### src/hdl/lcpn_pkg.sv
// LCP option negotiator: shared types, protocol codes and the start request table.
// No dependencies; imported by every module of the block.
package lcpn_pkg;

  // option length field: covers the largest option store of the design range
  localparam int LEN_W = 6;
  localparam logic [5:0] COUNT_MAX = 6'd63;

  localparam logic [7:0] CODE_REQ = 8'd1;
  localparam logic [7:0] CODE_ACK = 8'd2;
  localparam logic [7:0] CODE_NAK = 8'd3;
  localparam logic [7:0] CODE_REJ = 8'd4;

  localparam logic [7:0] OPT_MRU   = 8'd1;
  localparam logic [7:0] OPT_ACCM  = 8'd2;
  localparam logic [7:0] OPT_AUTH  = 8'd3;
  localparam logic [7:0] OPT_MAGIC = 8'd5;

  localparam logic [31:0] MAGIC_RESET = 32'hCAFEBABE;
  localparam logic [15:0] MRU_RESET   = 16'd1500;
  localparam logic [6:0]  START_BYTES = 7'd20;

  typedef enum logic [1:0] {
    MODE_REJ = 2'd0,
    MODE_NAK = 2'd1,
    MODE_ACK = 2'd2
  } scan_mode_t;

  typedef struct packed {
    logic             is_start;
    logic [7:0]       ident;
    logic [LEN_W-1:0] len;
  } job_t;

  typedef struct packed {
    logic             we;
    logic [LEN_W-1:0] addr;
    logic [7:0]       data;
  } store_wr_t;

  // our own Configure-Request, byte by byte
  function automatic logic [7:0] start_byte(input logic [4:0] idx, input logic [31:0] m,
                                            input logic [15:0] mx);
    logic [7:0] b;
    b = 8'd0;
    unique case (idx)
      5'd0:    b = CODE_REQ;
      5'd3:    b = 8'(START_BYTES);
      5'd4:    b = OPT_MAGIC;
      5'd5:    b = 8'd6;
      5'd6:    b = m[31:24];
      5'd7:    b = m[23:16];
      5'd8:    b = m[15:8];
      5'd9:    b = m[7:0];
      5'd10:   b = OPT_ACCM;
      5'd11:   b = 8'd6;
      5'd16:   b = OPT_MRU;
      5'd17:   b = 8'd4;
      5'd18:   b = mx[15:8];
      5'd19:   b = mx[7:0];
      default: b = 8'd0;
    endcase
    return b;
  endfunction

endpackage

### src/hdl/lcpn_front.sv
// LCP negotiator front end: parses received packet bytes, fills the option store,
// raises jobs for the back end. Depends on lcpn_pkg.
module lcpn_front #(
  parameter int OPTION_BYTES = 32
) (
  input  logic              clk,
  input  logic              rst_n,
  input  logic              in_valid,
  output logic              in_ready,
  input  logic              in_start,
  input  logic [7:0]        in_byte,
  input  logic              in_last,
  input  logic              job_full,
  input  logic              job_empty,
  input  logic              back_idle,
  output logic              job_push,
  output lcpn_pkg::job_t    job,
  output lcpn_pkg::store_wr_t wr,
  output logic              host_done
);
  import lcpn_pkg::*;

  logic [5:0]       count_r, count_nxt, c_new, olen;
  logic [7:0]       code_r, code_nxt, ident_r, ident_nxt;
  logic [15:0]      rxlen_r, rxlen_nxt, rxlen_m4;
  logic             host_done_r, host_done_nxt;
  logic             accept, pkt, pkt_end, store_ok;
  logic [LEN_W-1:0] len_c;

  assign in_ready = in_start ? !job_full : (job_empty && back_idle);
  assign accept   = in_valid && in_ready;
  assign pkt      = accept && !in_start;
  assign c_new    = (count_r < COUNT_MAX) ? count_r + 6'd1 : count_r;
  assign pkt_end  = pkt && in_last && (c_new >= 6'd4);
  assign store_ok = (count_r >= 6'd4) && (7'(count_r - 6'd4) < 7'(OPTION_BYTES));

  always_comb begin
    code_nxt  = code_r;
    ident_nxt = ident_r;
    rxlen_nxt = rxlen_r;
    if (pkt && count_r < COUNT_MAX) begin
      priority if (count_r == 6'd0) code_nxt = in_byte;
      else if (count_r == 6'd1) ident_nxt = in_byte;
      else if (count_r == 6'd2) rxlen_nxt = {in_byte, rxlen_r[7:0]};
      else if (count_r == 6'd3) rxlen_nxt = {rxlen_r[15:8], in_byte};
    end
  end

  assign count_nxt = pkt ? (in_last ? 6'd0 : c_new) : count_r;

  // usable option length: stored bytes, clipped to the header length
  assign rxlen_m4 = rxlen_nxt - 16'd4;
  always_comb begin
    olen = c_new - 6'd4;
    if (7'(olen) > 7'(OPTION_BYTES)) olen = 6'(OPTION_BYTES);
    len_c = olen;
    if (rxlen_nxt < 16'd4) len_c = '0;
    else if (rxlen_m4 < 16'(olen)) len_c = rxlen_m4[LEN_W-1:0];
  end

  assign wr.we   = pkt && (count_r < COUNT_MAX) && store_ok;
  assign wr.addr = count_r - 6'd4;
  assign wr.data = in_byte;

  assign job_push     = accept && (in_start || (pkt_end && code_nxt == CODE_REQ));
  assign job.is_start = in_start;
  assign job.ident    = ident_nxt;
  assign job.len      = len_c;

  assign host_done_nxt = host_done_r | (pkt_end && code_nxt == CODE_ACK);
  assign host_done     = host_done_r;

  always_ff @(posedge clk) begin
    if (!rst_n) begin
      count_r     <= '0;
      code_r      <= '0;
      ident_r     <= '0;
      rxlen_r     <= '0;
      host_done_r <= 1'b0;
    end else begin
      count_r     <= count_nxt;
      code_r      <= code_nxt;
      ident_r     <= ident_nxt;
      rxlen_r     <= rxlen_nxt;
      host_done_r <= host_done_nxt;
    end
  end

`ifndef SYNTH
  a_store_quiet: assert property (@(posedge clk) disable iff (!rst_n)
    wr.we |-> (back_idle && job_empty))
    else $error("option store written while a reply is pending");
`endif

endmodule

### src/hdl/lcpn_queue.sv
// Two-entry job queue between the LCP front end and back end.
// Depends on lcpn_pkg for the job type.
module lcpn_queue (
  input  logic           clk,
  input  logic           rst_n,
  input  logic           push,
  input  lcpn_pkg::job_t push_job,
  input  logic           pop,
  output lcpn_pkg::job_t head,
  output logic           full,
  output logic           empty
);
  import lcpn_pkg::*;

  job_t       ent_r [2];
  logic       wp_r, rp_r;
  logic [1:0] cnt_r;

  assign full  = (cnt_r == 2'd2);
  assign empty = (cnt_r == 2'd0);
  assign head  = ent_r[rp_r];

  always_ff @(posedge clk) begin
    if (push) ent_r[wp_r] <= push_job;
  end

  always_ff @(posedge clk) begin
    if (!rst_n) begin
      wp_r  <= 1'b0;
      rp_r  <= 1'b0;
      cnt_r <= '0;
    end else begin
      if (push) wp_r <= !wp_r;
      if (pop) rp_r <= !rp_r;
      cnt_r <= cnt_r + 2'(push) - 2'(pop);
    end
  end

endmodule

### src/hdl/lcpn_back.sv
// LCP negotiator back end: option store, reject/nak/ack scan sequencer and reply
// output register. Depends on lcpn_pkg.
module lcpn_back #(
  parameter int OPTION_BYTES = 32
) (
  input  logic                clk,
  input  logic                rst_n,
  input  lcpn_pkg::store_wr_t wr,
  input  logic                job_empty,
  input  lcpn_pkg::job_t      job,
  output logic                job_pop,
  output logic                idle,
  input  logic [15:0]         max_mru,
  input  logic                host_done,
  output logic                out_tvalid,
  input  logic                out_tready,
  output logic [63:0]         out_tdata,
  output logic                out_tlast
);
  import lcpn_pkg::*;

  localparam int AW = $clog2(OPTION_BYTES);

  typedef enum logic [10:0] {
    S_IDLE  = 11'b00000000001,
    S_START = 11'b00000000010,
    S_OPT   = 11'b00000000100,
    S_TYP   = 11'b00000001000,
    S_LEN   = 11'b00000010000,
    S_VAL   = 11'b00000100000,
    S_ACT   = 11'b00001000000,
    S_EMIT  = 11'b00010000000,
    S_PEND  = 11'b00100000000,
    S_HDR   = 11'b01000000000,
    S_ACKEM = 11'b10000000000
  } state_t;

  logic [7:0] mem [OPTION_BYTES];

  state_t           state_r, state_nxt;
  scan_mode_t       mode_r, mode_nxt;
  logic             emit_r, emit_nxt;
  logic [LEN_W-1:0] pos_r, pos_nxt, len_r, len_nxt, plen_r, plen_nxt;
  logic [7:0]       k_r, k_nxt, t_r, t_nxt, ol_r, ol_nxt, ident_r, ident_nxt;
  logic [7:0]       code_r, code_nxt, rdata_r;
  logic [31:0]      val_r, val_nxt, magic_r, magic_nxt;
  logic [15:0]      mru_r, mru_nxt;
  logic [6:0]       rem_r, rem_nxt;
  logic             rv_r, cdone_r, cdone_nxt;
  logic             out_valid_r;
  logic [63:0]      out_data_r;
  logic             out_last_r;

  logic             out_free, out_load, sel;
  logic [7:0]       out_byte, vbyte;
  logic [8:0]       pos9, len9, ol9, k9, rd_sum;
  logic [AW-1:0]    rd_addr;

  assign pos9     = 9'(pos_r);
  assign len9     = 9'(len_r);
  assign ol9      = 9'(ol_r);
  assign k9       = 9'(k_r);
  assign rd_sum   = pos9 + k9;
  assign rd_addr  = rd_sum[AW-1:0];
  assign out_free = !out_valid_r || out_tready;
  assign idle     = (state_r == S_IDLE);
  assign vbyte    = (rd_sum < len9) ? rdata_r : 8'd0;

  always_comb begin
    priority if (mode_r == MODE_NAK && t_r == OPT_MRU) sel = (val_r[31:16] > max_mru);
    else if (mode_r == MODE_REJ)
      sel = (t_r != OPT_MRU) && (t_r != OPT_ACCM) && (t_r != OPT_AUTH) && (t_r != OPT_MAGIC);
    else sel = 1'b0;
  end

  always_comb begin
    state_nxt = state_r;
    mode_nxt  = mode_r;
    emit_nxt  = emit_r;
    pos_nxt   = pos_r;
    len_nxt   = len_r;
    plen_nxt  = plen_r;
    k_nxt     = k_r;
    t_nxt     = t_r;
    ol_nxt    = ol_r;
    ident_nxt = ident_r;
    code_nxt  = code_r;
    val_nxt   = val_r;
    magic_nxt = magic_r;
    mru_nxt   = mru_r;
    rem_nxt   = rem_r;
    cdone_nxt = cdone_r;
    job_pop   = 1'b0;
    out_load  = 1'b0;
    out_byte  = rdata_r;
    unique case (state_r)
      S_IDLE: begin
        if (!job_empty) begin
          job_pop = 1'b1;
          if (job.is_start) begin
            state_nxt = S_START;
            k_nxt     = '0;
            rem_nxt   = START_BYTES;
          end else begin
            ident_nxt = job.ident;
            len_nxt   = job.len;
            mode_nxt  = MODE_REJ;
            emit_nxt  = 1'b0;
            pos_nxt   = '0;
            plen_nxt  = '0;
            state_nxt = S_OPT;
          end
        end
      end
      S_START: begin
        if (out_free) begin
          out_load = 1'b1;
          out_byte = start_byte(k_r[4:0], ~magic_r, max_mru);
          k_nxt    = k_r + 8'd1;
          rem_nxt  = rem_r - 7'd1;
          if (rem_r == 7'd1) state_nxt = S_IDLE;
        end
      end
      S_OPT: begin
        if (pos9 + 9'd2 <= len9) begin
          k_nxt     = 8'd0;
          state_nxt = S_TYP;
        end else begin
          state_nxt = S_PEND;
        end
      end
      S_TYP: begin
        if (rv_r) begin
          t_nxt     = rdata_r;
          k_nxt     = 8'd1;
          state_nxt = S_LEN;
        end
      end
      S_LEN: begin
        if (rv_r) begin
          ol_nxt = rdata_r;
          // malformed option ends the scan
          if (rdata_r < 8'd2 || pos9 + 9'(rdata_r) > len9) begin
            state_nxt = S_PEND;
          end else begin
            val_nxt   = '0;
            k_nxt     = 8'd2;
            state_nxt = S_VAL;
          end
        end
      end
      S_VAL: begin
        if (rv_r) begin
          val_nxt = {val_r[23:0], vbyte};
          if (k_r == 8'd5) state_nxt = S_ACT;
          else k_nxt = k_r + 8'd1;
        end
      end
      S_ACT: begin
        if (mode_r == MODE_ACK) begin
          if (t_r == OPT_MRU) mru_nxt = val_r[31:16];
          if (t_r == OPT_MAGIC) magic_nxt = val_r;
        end
        if (sel && emit_r) begin
          k_nxt     = 8'd0;
          state_nxt = S_EMIT;
        end else begin
          if (sel) plen_nxt = plen_r + ol_r[LEN_W-1:0];
          pos_nxt   = LEN_W'(pos9 + ol9);
          state_nxt = S_OPT;
        end
      end
      S_EMIT: begin
        if (rv_r && out_free) begin
          out_load = 1'b1;
          if (mode_r == MODE_NAK && k_r == 8'd2) out_byte = max_mru[15:8];
          else if (mode_r == MODE_NAK && k_r == 8'd3) out_byte = max_mru[7:0];
          rem_nxt = rem_r - 7'd1;
          if (k9 + 9'd1 == ol9) begin
            pos_nxt   = LEN_W'(pos9 + ol9);
            state_nxt = S_OPT;
          end else begin
            k_nxt = k_r + 8'd1;
          end
        end
      end
      S_PEND: begin
        if (emit_r) begin
          state_nxt = S_IDLE;
        end else begin
          unique case (mode_r)
            MODE_REJ: begin
              if (plen_r != '0) begin
                code_nxt  = CODE_REJ;
                state_nxt = S_HDR;
              end else begin
                mode_nxt  = MODE_NAK;
                state_nxt = S_OPT;
              end
            end
            MODE_NAK: begin
              if (plen_r != '0) begin
                code_nxt  = CODE_NAK;
                state_nxt = S_HDR;
              end else begin
                mode_nxt  = MODE_ACK;
                state_nxt = S_OPT;
              end
            end
            default: begin
              cdone_nxt = 1'b1;
              code_nxt  = CODE_ACK;
              plen_nxt  = len_r;
              state_nxt = S_HDR;
            end
          endcase
          pos_nxt = '0;
          k_nxt   = 8'd0;
          if (state_nxt == S_HDR) begin
            emit_nxt = 1'b1;
            rem_nxt  = 7'(mode_r == MODE_ACK ? len_r : plen_r) + 7'd4;
          end
        end
      end
      S_HDR: begin
        if (out_free) begin
          out_load = 1'b1;
          unique case (k_r[1:0])
            2'd0:    out_byte = code_r;
            2'd1:    out_byte = ident_r;
            2'd2:    out_byte = 8'd0;
            default: out_byte = 8'(plen_r) + 8'd4;
          endcase
          rem_nxt = rem_r - 7'd1;
          if (k_r == 8'd3) begin
            k_nxt     = 8'd0;
            pos_nxt   = '0;
            state_nxt = (code_r == CODE_ACK) ? S_ACKEM : S_OPT;
          end else begin
            k_nxt = k_r + 8'd1;
          end
        end
      end
      S_ACKEM: begin
        if (pos_r == len_r) begin
          state_nxt = S_IDLE;
        end else if (rv_r && out_free) begin
          out_load = 1'b1;
          rem_nxt  = rem_r - 7'd1;
          pos_nxt  = pos_r + LEN_W'(1);
        end
      end
      default: state_nxt = S_IDLE;
    endcase
  end

  always_ff @(posedge clk) begin
    if (wr.we) mem[wr.addr[AW-1:0]] <= wr.data;
    rdata_r <= mem[rd_addr];
  end

  always_ff @(posedge clk) begin
    if (out_load) begin
      out_data_r <= {6'd0, magic_r, mru_r, host_done, cdone_r, out_byte};
      out_last_r <= (rem_r == 7'd1);
    end
    mode_r  <= mode_nxt;
    pos_r   <= pos_nxt;
    len_r   <= len_nxt;
    plen_r  <= plen_nxt;
    k_r     <= k_nxt;
    t_r     <= t_nxt;
    ol_r    <= ol_nxt;
    ident_r <= ident_nxt;
    code_r  <= code_nxt;
    val_r   <= val_nxt;
  end

  always_ff @(posedge clk) begin
    if (!rst_n) begin
      state_r     <= S_IDLE;
      emit_r      <= 1'b0;
      rem_r       <= '0;
      rv_r        <= 1'b0;
      cdone_r     <= 1'b0;
      magic_r     <= MAGIC_RESET;
      mru_r       <= MRU_RESET;
      out_valid_r <= 1'b0;
    end else begin
      state_r <= state_nxt;
      emit_r  <= emit_nxt;
      rem_r   <= rem_nxt;
      // read data is good once the address has held still and no store write came between
      rv_r    <= (k_nxt == k_r) && (pos_nxt == pos_r) && !wr.we;
      cdone_r <= cdone_nxt;
      magic_r <= magic_nxt;
      mru_r   <= mru_nxt;
      if (out_load) out_valid_r <= 1'b1;
      else if (out_tready) out_valid_r <= 1'b0;
    end
  end

  assign out_tvalid = out_valid_r;
  assign out_tdata  = out_data_r;
  assign out_tlast  = out_last_r;

`ifndef SYNTH
  a_cdone_sticky: assert property (@(posedge clk) disable iff (!rst_n)
    cdone_r |=> cdone_r)
    else $error("client_done cleared outside reset");
  a_idle_drained: assert property (@(posedge clk) disable iff (!rst_n)
    (state_r == S_IDLE) |-> (rem_r == 7'd0))
    else $error("reply finished with beats outstanding");
  a_load_states: assert property (@(posedge clk) disable iff (!rst_n)
    out_load |-> (state_r == S_START || state_r == S_HDR || state_r == S_EMIT ||
                  state_r == S_ACKEM))
    else $error("reply beat loaded outside an emitting state");
`endif

endmodule

### src/hdl/ppp_lcp_option_negotiator_core.sv
// PPP LCP option negotiator top level: front end, job queue, back end, max_mru register.
// Depends on lcpn_pkg, lcpn_front, lcpn_queue, lcpn_back.
//
// Received LCP bytes (in_tuser low) are taken one per cycle and their options kept in a
// store of OPTION_BYTES bytes; a start beat (in_tuser high) queues our own 20-byte
// Configure-Request. At the end of a Configure-Request the back end scans the options
// for rejects, then for MRU naks, then takes over MRU and magic number, and replies with
// the same identifier. Each scan pass reads six bytes of every option through one store
// read port with a registered read; while a reply is pending, packet beats are held off
// and start beats queue up to two deep. Reply beats wait in an output register while
// the back end goes on.
module ppp_lcp_option_negotiator_core #(
  parameter int OPTION_BYTES = 32
) (
  input  logic        clk,
  input  logic        rst_n,
  input  logic        in_tvalid,
  output logic        in_tready,
  input  logic [7:0]  in_tdata,   // [7:0] data_byte
  input  logic        in_tuser,   // [0] opcode
  input  logic        in_tlast,
  output logic        out_tvalid,
  input  logic        out_tready,
  output logic [63:0] out_tdata,  // [7:0] reply_byte, [8] client_done, [9] host_done,
                                  // [25:10] link_mru, [57:26] peer_magic
  output logic        out_tlast,
  input  logic        cfg_we,
  input  logic [15:0] cfg_wdata
);
  import lcpn_pkg::*;

  logic [15:0] max_mru_r;
  logic        job_push, job_pop, job_full, job_empty, back_idle, host_done;
  job_t        push_job, head_job;
  store_wr_t   wr;

  always_ff @(posedge clk) begin
    if (!rst_n) max_mru_r <= MRU_RESET;
    else if (cfg_we) max_mru_r <= cfg_wdata;
  end

  lcpn_front #(.OPTION_BYTES(OPTION_BYTES)) u_front (
    .clk       (clk),
    .rst_n     (rst_n),
    .in_valid  (in_tvalid),
    .in_ready  (in_tready),
    .in_start  (in_tuser),
    .in_byte   (in_tdata),
    .in_last   (in_tlast),
    .job_full  (job_full),
    .job_empty (job_empty),
    .back_idle (back_idle),
    .job_push  (job_push),
    .job       (push_job),
    .wr        (wr),
    .host_done (host_done)
  );

  lcpn_queue u_queue (
    .clk      (clk),
    .rst_n    (rst_n),
    .push     (job_push),
    .push_job (push_job),
    .pop      (job_pop),
    .head     (head_job),
    .full     (job_full),
    .empty    (job_empty)
  );

  lcpn_back #(.OPTION_BYTES(OPTION_BYTES)) u_back (
    .clk        (clk),
    .rst_n      (rst_n),
    .wr         (wr),
    .job_empty  (job_empty),
    .job        (head_job),
    .job_pop    (job_pop),
    .idle       (back_idle),
    .max_mru    (max_mru_r),
    .host_done  (host_done),
    .out_tvalid (out_tvalid),
    .out_tready (out_tready),
    .out_tdata  (out_tdata),
    .out_tlast  (out_tlast)
  );

endmodule

### config.mk
export PLATFORM = sky130hd
export DESIGN_NAME = ppp_lcp_option_negotiator_core
export DESIGN_NICKNAME = d
export VERILOG_FILES = /design/src/hdl/lcpn_pkg.sv /design/src/hdl/lcpn_front.sv /design/src/hdl/lcpn_queue.sv /design/src/hdl/lcpn_back.sv /design/src/hdl/ppp_lcp_option_negotiator_core.sv
export SDC_FILE = /design/constraint.sdc
export NUM_CORES = 1
export LEC_CHECK = 0
export BUFFER_PORTS_ARGS = -buffer_cell sky130_fd_sc_hd__buf_2
export CORE_MARGIN = 5
export CORE_UTILIZATION = 60
export CTS_BUF_LIST = sky130_fd_sc_hd__clkbuf_8
export DETAILED_ROUTE_END_ITERATION = 10
export HOLD_SLACK_MARGIN = 0.03
export PLACE_DENSITY = 0.78
export SLEW_MARGIN = 20
export SYNTH_ARGS = -nofsm -noshare
export SYNTH_HDL_FRONTEND = slang
export SYNTH_SLANG_ARGS = --single-unit
### constraint.sdc
create_clock -name clk -period 19.1 [get_ports clk]
set_input_delay 1.91 -clock clk [delete_from_list [all_inputs] [get_ports clk]]
set_output_delay 1.91 -clock clk [all_outputs]
set_load 0.02 [all_outputs]
==> results of run 1 <==
==> worst paths after layout <==
path                                   startpoint                              to  cells after the start
setup reg to reg  u_front.count_r[2]$_SDFFE_PN0N_   u_queue.ent_r[1][1]$_DFFE_PP_                     15
hold / removal       u_back.mru_r[9]$_SDFFE_PN0P_  u_back.out_tdata[19]$_DFFE_PP_                      0
hold reg to reg      u_back.mru_r[9]$_SDFFE_PN0P_  u_back.out_tdata[19]$_DFFE_PP_                      0
setup / recovery                         in_tuser   u_queue.ent_r[1][1]$_DFFE_PP_                     14
==> metal layers <==
metal  vias to the layer above  share of wire (%)
met5                         -                  0
met4                         0                5.0
met3                       217                7.0
met2                       896                 49
met1                      8752                 39
li1                       8213                  -
==> report_power, final <==
group	switching, mW	internal [mW]
sequential	0.0839	1.39
combinational	0.475	0.365
clock	0.492	0.581
==> final cells by class <==
type	count	area (um2)
Fill cell	3167	14600
Clock buffer	102	1400
Tap cell	592	741
Clock inverter	67	503
Timing Repair Buffer	107	576
Sequential cell	570	15600
Inverter	69	259
Multi-Input combinational cell	1394	10200
==> metrics by stage <==
step / util [%] / worst slack (ns) / power [mW] / hold WS, ns / cells
global route: 66.7 / 13.12 / 3.54 / 0.435 / 2901
floorplan: - / 12.65 / 2.06 / 0.408 / 2142
CTS: 66.7 / 13.37 / 3.40 / 0.430 / 2901
global placement: 62.3 / 12.66 / 2.31 / 0.414 / 2732
finish: 66.7 / 13.26 / 3.39 / 0.431 / 2901
detailed placement: 62.3 / 12.61 / 2.33 / 0.416 / 2732
==> cells by family (layout without fill, tap and decap cells) <==
family          count (synthesis)  count (layout)  synth area share [%]
fa+ha+maj                      88              88                  4.27
simple gates                  728             728                  13.6
xor+xnor                       53              53                  1.75
flops                         570             570                  58.9
mux                           157             157                  9.92
buf+inv                       178             345                  2.70
other cells                     1               6                0.0142
compound gates                362             362                  8.80
==> registers in the layout (all words and copies together), names as in the netlist, 8 cells and up, named ones only <==
register	cells
u_back.t_r	8
u_queue.ent_r	30
u_back.k_r	8
u_back.val_r	32
u_back.ident_r	8
u_back.ol_r	8
u_back.mru_r	16
u_back.out_tdata	58
u_front.code_r	8
u_back.state_r	11
u_back.rdata_r	8
u_back.mem	256
max_mru_r	16
u_front.rxlen_r	16
u_front.ident_r	8
u_back.magic_r	32
==> cells in the final DEF (no fill, tap or decap), drive strengths merged, types with 6 or more instances in the layout <==
cell type,n
o211ai,19
dfxtp,152
mux2,36
o22ai,14
nand3,67
conb,6
nand2,224
ha,84
clkinv,25
and2,51
or3b,8
nand2b,23
nand3b,7
inv,103
a211oi,15
or3,12
a21oi,114
a2111oi,6
mux2i,41
mux4,80
bufinv,6
a31oi,10
nand4,16
or4,8
buf,107
nor2,177
nor3,47
nor2b,23
a22oi,15
a21o,19
nor4,19
edfxtp,418
xnor2,34
clkbuf,102
and4,7
and3,13
nor3b,9
o21ai,87
xor2,19
==> metrics.md, run 1 <==
| Metric | Value |
|---|---|
| Clk_skew | 0.0382 ns |
| Fin. Hold Viols | 0 |
| Synth warn | 0 |
| Status | finished, final reports clean |
| Power Dens Cells | 116 nW/um2 |
| Ratio of final minimum period to clock period | 30.6% |
| # rows | between 70 and 80 |
| Met2 GRT Util | between 40% and 50% |
| Final critical-path required period | just under 6 ns |
| Slowest CP cell | and3_1 |
| CP arrival | 6.30 ns |
| Critical Path Fanout Max | 13 |
| Remaining antenna violation count | 0 |
| Most frequent cell after synthesis | edfxtp_1 |
| Ys flop type | edfxtp_1 |
| Required @ worst endpoint | a little under 20 ns |
| Clk buf depth | 3 |
| Starting Density | about three fifths |
| Max-Cap Viols | 0 |
| TritonCTS clock tree | built |
| Synthesis-to-finish area growth | 10.7% |
| Hpwl dp | between 40000 and 50000 um |
| Post-CTS setup buffers | 0 |
| Fmax | 171 MHz |
| CP Cell Sequence | buf_2 -> or4b_4 -> nor4_2 -> and3_1 -> mux2i_1 -> ha_1 -> xnor2_1 -> ha_1 -> and4_1 -> a21oi_1 -> nand2_1 -> a2111oi_2 -> o211ai_4 -> a211oi_1 |
| RSZ-0062 raised after global routing | no |
| Clk pin slew, worst setup/hold paths | ~0.060 ns |
| Netlist cell types | 94 |
| Worst Setup Path Type | in -> reg |
| Post-synth EDFFs | 418 |
| Vias per cell | between 6 and 7 |
| Asr flop ratio synth | 0% |
| Overflow after GRT | 0 |
| Startpoint types | input pin |
| Slew @ Worst Pin | 1.08 ns |
| Reg2reg setup slack | roughly 14 ns |
| GP Congestion | slightly below 1 |
| Clock latency on the worst-skew pair | about 0.7 ns |
| Wirelength per Cell | 22.9 um |
| Initial DRC Count | around 1800 |
| Largest net degree at the start of global routing | between 70 and 80 |
| Layout cell share with drive strength beyond 1 | 16.8% |
| Die height | 220 um |
| Num Clock Sinks | 570 |
| Class of the worst hold path | reg -> reg |
| CP dominant cell by count | ha_1 |
| I/O Buffers | a little over 90 |
| Max-slew headroom | between 20% and 30% |
| Vias in the first global route | ~18000 |
| Initial antenna violation count | 0 |
| Yosys top cell by area | edfxtp_1 |
| Core Region | 43900 um2 |
| Synth area leaders | edfxtp_1 47%, dfxtp_1 11%, mux4_2 6.8% |
| Ports | 98 |
| Peak supply drop | between 0.00007 and 0.00008 V |
| DR pass1 iterations | 5 |
| Post-Syn Area per Cell | approximately 12 um2 |
| Most common library cells after synthesis | 418 x edfxtp_1, 224 x nand2_1, 176 x nor2_1 |
| GR Util met1 | between 30% and 40% |
| CTS root buffer | clkbuf_8 |
| First-pass GRT wire length | between 100000 and 150000 um |
| Met3 Use GR | roughly 5.0% |
| Placed inst area | 27400 um2 |
| Cts-stage hold buffer count | 0 |
| Die W | ~220 um |
| #FFs+latches synth | 570 |
| Cell area after layout | between 20000 and 30000 um2 |
| Post-cts resize count | 0 |
| Gr usage total | between 20% and 30% |
| Global route hottest layer | met2 |
| Slew Limit Fails | 0 |
| CP Buf/Inv Count | 1 |
| Leak pwr | 10.6 nW |
| Die area | between 40000 and 50000 um2 |
| Setup tns final | 0 ns |
| Vias | about 18000 |
| WL final | approximately 67000 um |
| Crit-path max cell delay | 0.66 ns |
| Count of final setup violators | 0 |
| Mapped Cells | about 2100 |
| Synth top area share | about 47% |
| Register area share after synthesis | just under 60% |
| # nets final | about 2400 |
| Post-Syn Area | between 20000 and 30000 um2 |
| H-tree levels | 3 |
| DRC viols | 0 |
| Top delay family on crit path | simple AND/OR/NAND/NOR gates |
| # diodes | 0 |
| Crit path capture type | flop |
| CTS Buf Count | 90 |
Note: power is estimated with default switching activity, not from simulation.
==> run 2, diff against run 1 <==
--- a/config.mk
+++ b/config.mk
@@ -7,7 +7,7 @@
 export LEC_CHECK = 0
 export BUFFER_PORTS_ARGS = -buffer_cell sky130_fd_sc_hd__buf_2
 export CORE_MARGIN = 5
-export CORE_UTILIZATION = 60
+export CORE_UTILIZATION = 58
 export CTS_BUF_LIST = sky130_fd_sc_hd__clkbuf_8
 export DETAILED_ROUTE_END_ITERATION = 10
 export HOLD_SLACK_MARGIN = 0.03
==> constraint.sdc (replaced) <==
create_clock -name clk -period 4.8 [get_ports clk]
set_input_delay 0.48 -clock clk [delete_from_list [all_inputs] [get_ports clk]]
set_output_delay 0.48 -clock clk [all_outputs]
set_load 0.02 [all_outputs]
==> run 2 against run 1 <==
  * Clock power rose to 3.8 times the previous value
  * Sequential power grew to 3.9 times the previous value
  * Hold slack lost 0.36 ns
  * Utilization down 1.4 points
  * Largest power group unchanged
  * Non-clock buffer count grew 45
==> metrics.md, run 2 (synthesized netlist as in run 1, its figures left out) <==
| Metric | Value |
|---|---|
| Synthesis-to-finish area growth | 11.8% |
| HP Start | cfg_wdata[15] |
| RSZ-0062 raised after global routing | no |
| Slew @ Worst Pin | approximately 1.1 ns |
| Initial antenna violation count | 0 |
| Pint | slightly above 9 mW |
| Final critical-path required period | around 4.6 ns |
| Vias per cell | 6.25 |
| Seq pwr share | about 43% |
| Max-slew headroom | 24.4% |
| Top Layer Used | met4 |
| Critical Path Fanout Max | 10 |
| Final Non-Filler Cells | just under 3000 |
| WL final | around 68000 um |
| Hold path endpoint | max_mru_r[15]$_SDFFE_PN0P_ |
| DRC viols | 0 |
| Hpwl dp | 46700 um |
| Die area | about 50000 um2 |
| Status | finished, final reports clean |
| TritonCTS clock tree | built |
| Core Region | approximately 45000 um2 |
| Final Power | about 13 mW |
| Power Dens Cells | around 450 nW/um2 |
| Num Clock Sinks | 570 |
| Worst Hold Depth | 3 |
| Clock power frac | between 30% and 40% |
| Setup tns final | 0 ns |
| Clk buf depth | 3 |
| Ratio of final minimum period to clock period | a little over nine tenths |
| Die height | 224 um |
| Class of the worst hold path | in -> reg |
| Ports | 98 |
| CP arrival | ~5.1 ns |
| Most frequent cells in the layout | 418 x edfxtp_1, 223 x nand2_1, 176 x nor2_1, 152 x dfxtp_1, 114 x a21oi_1 |
| Required @ worst endpoint | ~5.3 ns |
| Crit-path max cell delay | around 0.52 ns |
| Vias | 18400 |
| First-pass GRT wire length | approximately 100000 um |
| Die W | 224 um |
| Slowest CP cell | or3b_2 |
| Gr usage total | around 27% |
| Peak supply drop | around 0.00041 V |
| # diodes | 0 |
| WHS | roughly 0.07 ns |
| Startpoint types | flop |
| Starting Density | roughly 58% |
| Layout cell share with drive strength beyond 1 | about 18% |
| H-tree levels | 3 |
| Crit path capture type | flop |
| Logic pwr share | a little over a quarter |
| R2R Path Start | u_front.count_r[2]$_SDFFE_PN0N_ |
| Commonest non-fill, non-tap cell in the layout | edfxtp_1 |
| Placed cells | 2770 |
| Clk pin slew, worst setup/hold paths | ~0.06 ns |
| I/O Buffers | 91 |
| Clk_skew | ~0.044 ns |
| Met3 WL post-DR | about 5700 um |
| Wirelength per Cell | 22.9 um |
| Fill cells | around 3300 |
| Vias in the first global route | between 15000 and 20000 |
| CP Buf/Inv Count | 1 |
| CTS Buf Count | just under 90 |
| Remaining antenna violation count | 0 |
| Largest net degree at the start of global routing | a little under 80 |
| Placed inst area | between 20000 and 30000 um2 |
| Overflow after GRT | 0 |
| GP Congestion | 0.986 |
| Switching Share | 31.5% |
| CTS root buffer | clkbuf_8 |
| Fin. Hold Viols | 0 |
| Fmax | between 200 and 250 MHz |
| Max-Cap Viols | 0 |
| Slew Limit Fails | 0 |
| Worst Setup Path Type | reg -> reg |
| P_sw | approximately 4.2 mW |
| Max FFs per register | between 200 and 300 |
| M1 WL | 26600 um |
| Clock latency on the worst-skew pair | ~0.7 ns |
| Met2 WL | ~32000 um |
| Leak pwr | 10.7 nW |
| # nets final | between 2000 and 2500 |
| CP Cell Sequence | inv_1 -> ha_1 -> or3b_2 -> nor4_2 -> and3_1 -> mux2i_1 -> ha_1 -> xnor2_1 -> ha_1 -> nor2b_1 -> o21ai_0 -> nand2_1 -> a2111oi_4 -> o211ai_4 -> mux2_4 -> nor2_2 |
| CP dominant cell by count | ha_1 |
| Cell area after layout | 29600 um2 |
| Top delay family on crit path | simple AND/OR/NAND/NOR gates |
| DR pass1 iterations | 6 |
| Worst flop-to-flop path endpoint | u_queue.ent_r[0][3]$_DFFE_PP_ |
| Reg2reg setup slack | between 0.2 and 0.25 ns |
| Initial DRC Count | just under 2000 |
| Count of final setup violators | 0 |
| R2r worst-path depth | 16 |
| # rows | slightly below 80 |
## run 2: cell types whose count changed in the layout (fill, tap and decap cells not counted), sizes merged
cell,delta
buf,+30
bufinv,-2
clkbuf,-6
clkinv,+12
clkinvlp,-2
dlygate4sd3,+15
inv,-5
## run 2: area by class of cell
| cell class | count | area, um2 | area share (%) |
|---|---|---|---|
| clock inverter | 70 | 437 | 1.48 |
| tap | 600 | 751 | 2.54 |
| sequential | 570 | 15600 | 52.7 |
| timing repair buffer | 152 | 963 | 3.26 |
| multi-input combinational | 1394 | 10200 | 34.7 |
| clock buffer | 96 | 1320 | 4.47 |
| inverter | 69 | 259 | 0.876 |
## run 2: worst max-delay path by stage
| stage | cells past startpoint | start | endpoint | slack (ns) |
|---|---|---|---|---|
| after floorplan | 19 | u_front.count_r[2]$_SDFFE_PN0N_ | u_queue.ent_r[0][3]$_DFFE_PP_ | 0.22 |
| after global placement | 15 | in_tuser | u_queue.ent_r[0][3]$_DFFE_PP_ | 0.34 |
| after detailed placement | 15 | in_tuser | u_queue.ent_r[0][5]$_DFFE_PP_ | 0.26 |
| after CTS | 16 | u_front.count_r[2]$_SDFFE_PN0N_ | u_queue.ent_r[0][3]$_DFFE_PP_ | 0.24 |
| after global routing | 15 | u_front.count_r[2]$_SDFFE_PN0N_ | u_queue.ent_r[0][1]$_DFFE_PP_ | 0.01 |
| final | 16 | u_front.count_r[2]$_SDFFE_PN0N_ | u_queue.ent_r[0][3]$_DFFE_PP_ | 0.25 |
## run 2: worst register-to-register path, stage by stage, from the launching register on
cell and delay, ns:
dfxtp_1 0.39, inv_1 0.18, ha_1 0.20, or3b_2 0.52, nor4_2 0.27, and3_1 0.34
mux2i_1 0.29, ha_1 0.27, xnor2_1 0.16, ha_1 0.27, nor2b_1 0.13, o21ai_0 0.20
nand2_1 0.13, a2111oi_4 0.41, o211ai_4 0.20, mux2_4 0.34, nor2_2 0.09
## run 2: repair_timing
item,in CTS,in global routing
hold buffers,15,0
setup endpoints to repair,0,12
endpoints found under the hold margin,16,0
setup buffers,0,0
resized for setup,0,1
## run 2: power by group through the flow
stage	clock (mW)	sequential [mW]	combinational (mW)
finish	4.02	5.79	3.58
global route	4.34	5.80	3.85
CTS	4.07	5.78	3.54
detailed placement	0	5.88	3.52
global placement	0	5.87	3.45
floorplan	0	5.79	2.42
## run 2: per-layer routing
layer | track usage [%] | up-vias
met4 | 11.9 | 0
met5 | 0 | -
li1 | - | 8287
met1 | 35.7 | 8971
met2 | 43.7 | 959
met3 | 5.18 | 214
## run 2: per-stage QoR
step,utilization [%],setup WS [ns]
detailed placement,61.0,0.258
global placement,61.0,0.344
global route,65.3,0.0146
finish,65.3,0.246
CTS,65.3,0.242
floorplan,-,0.224
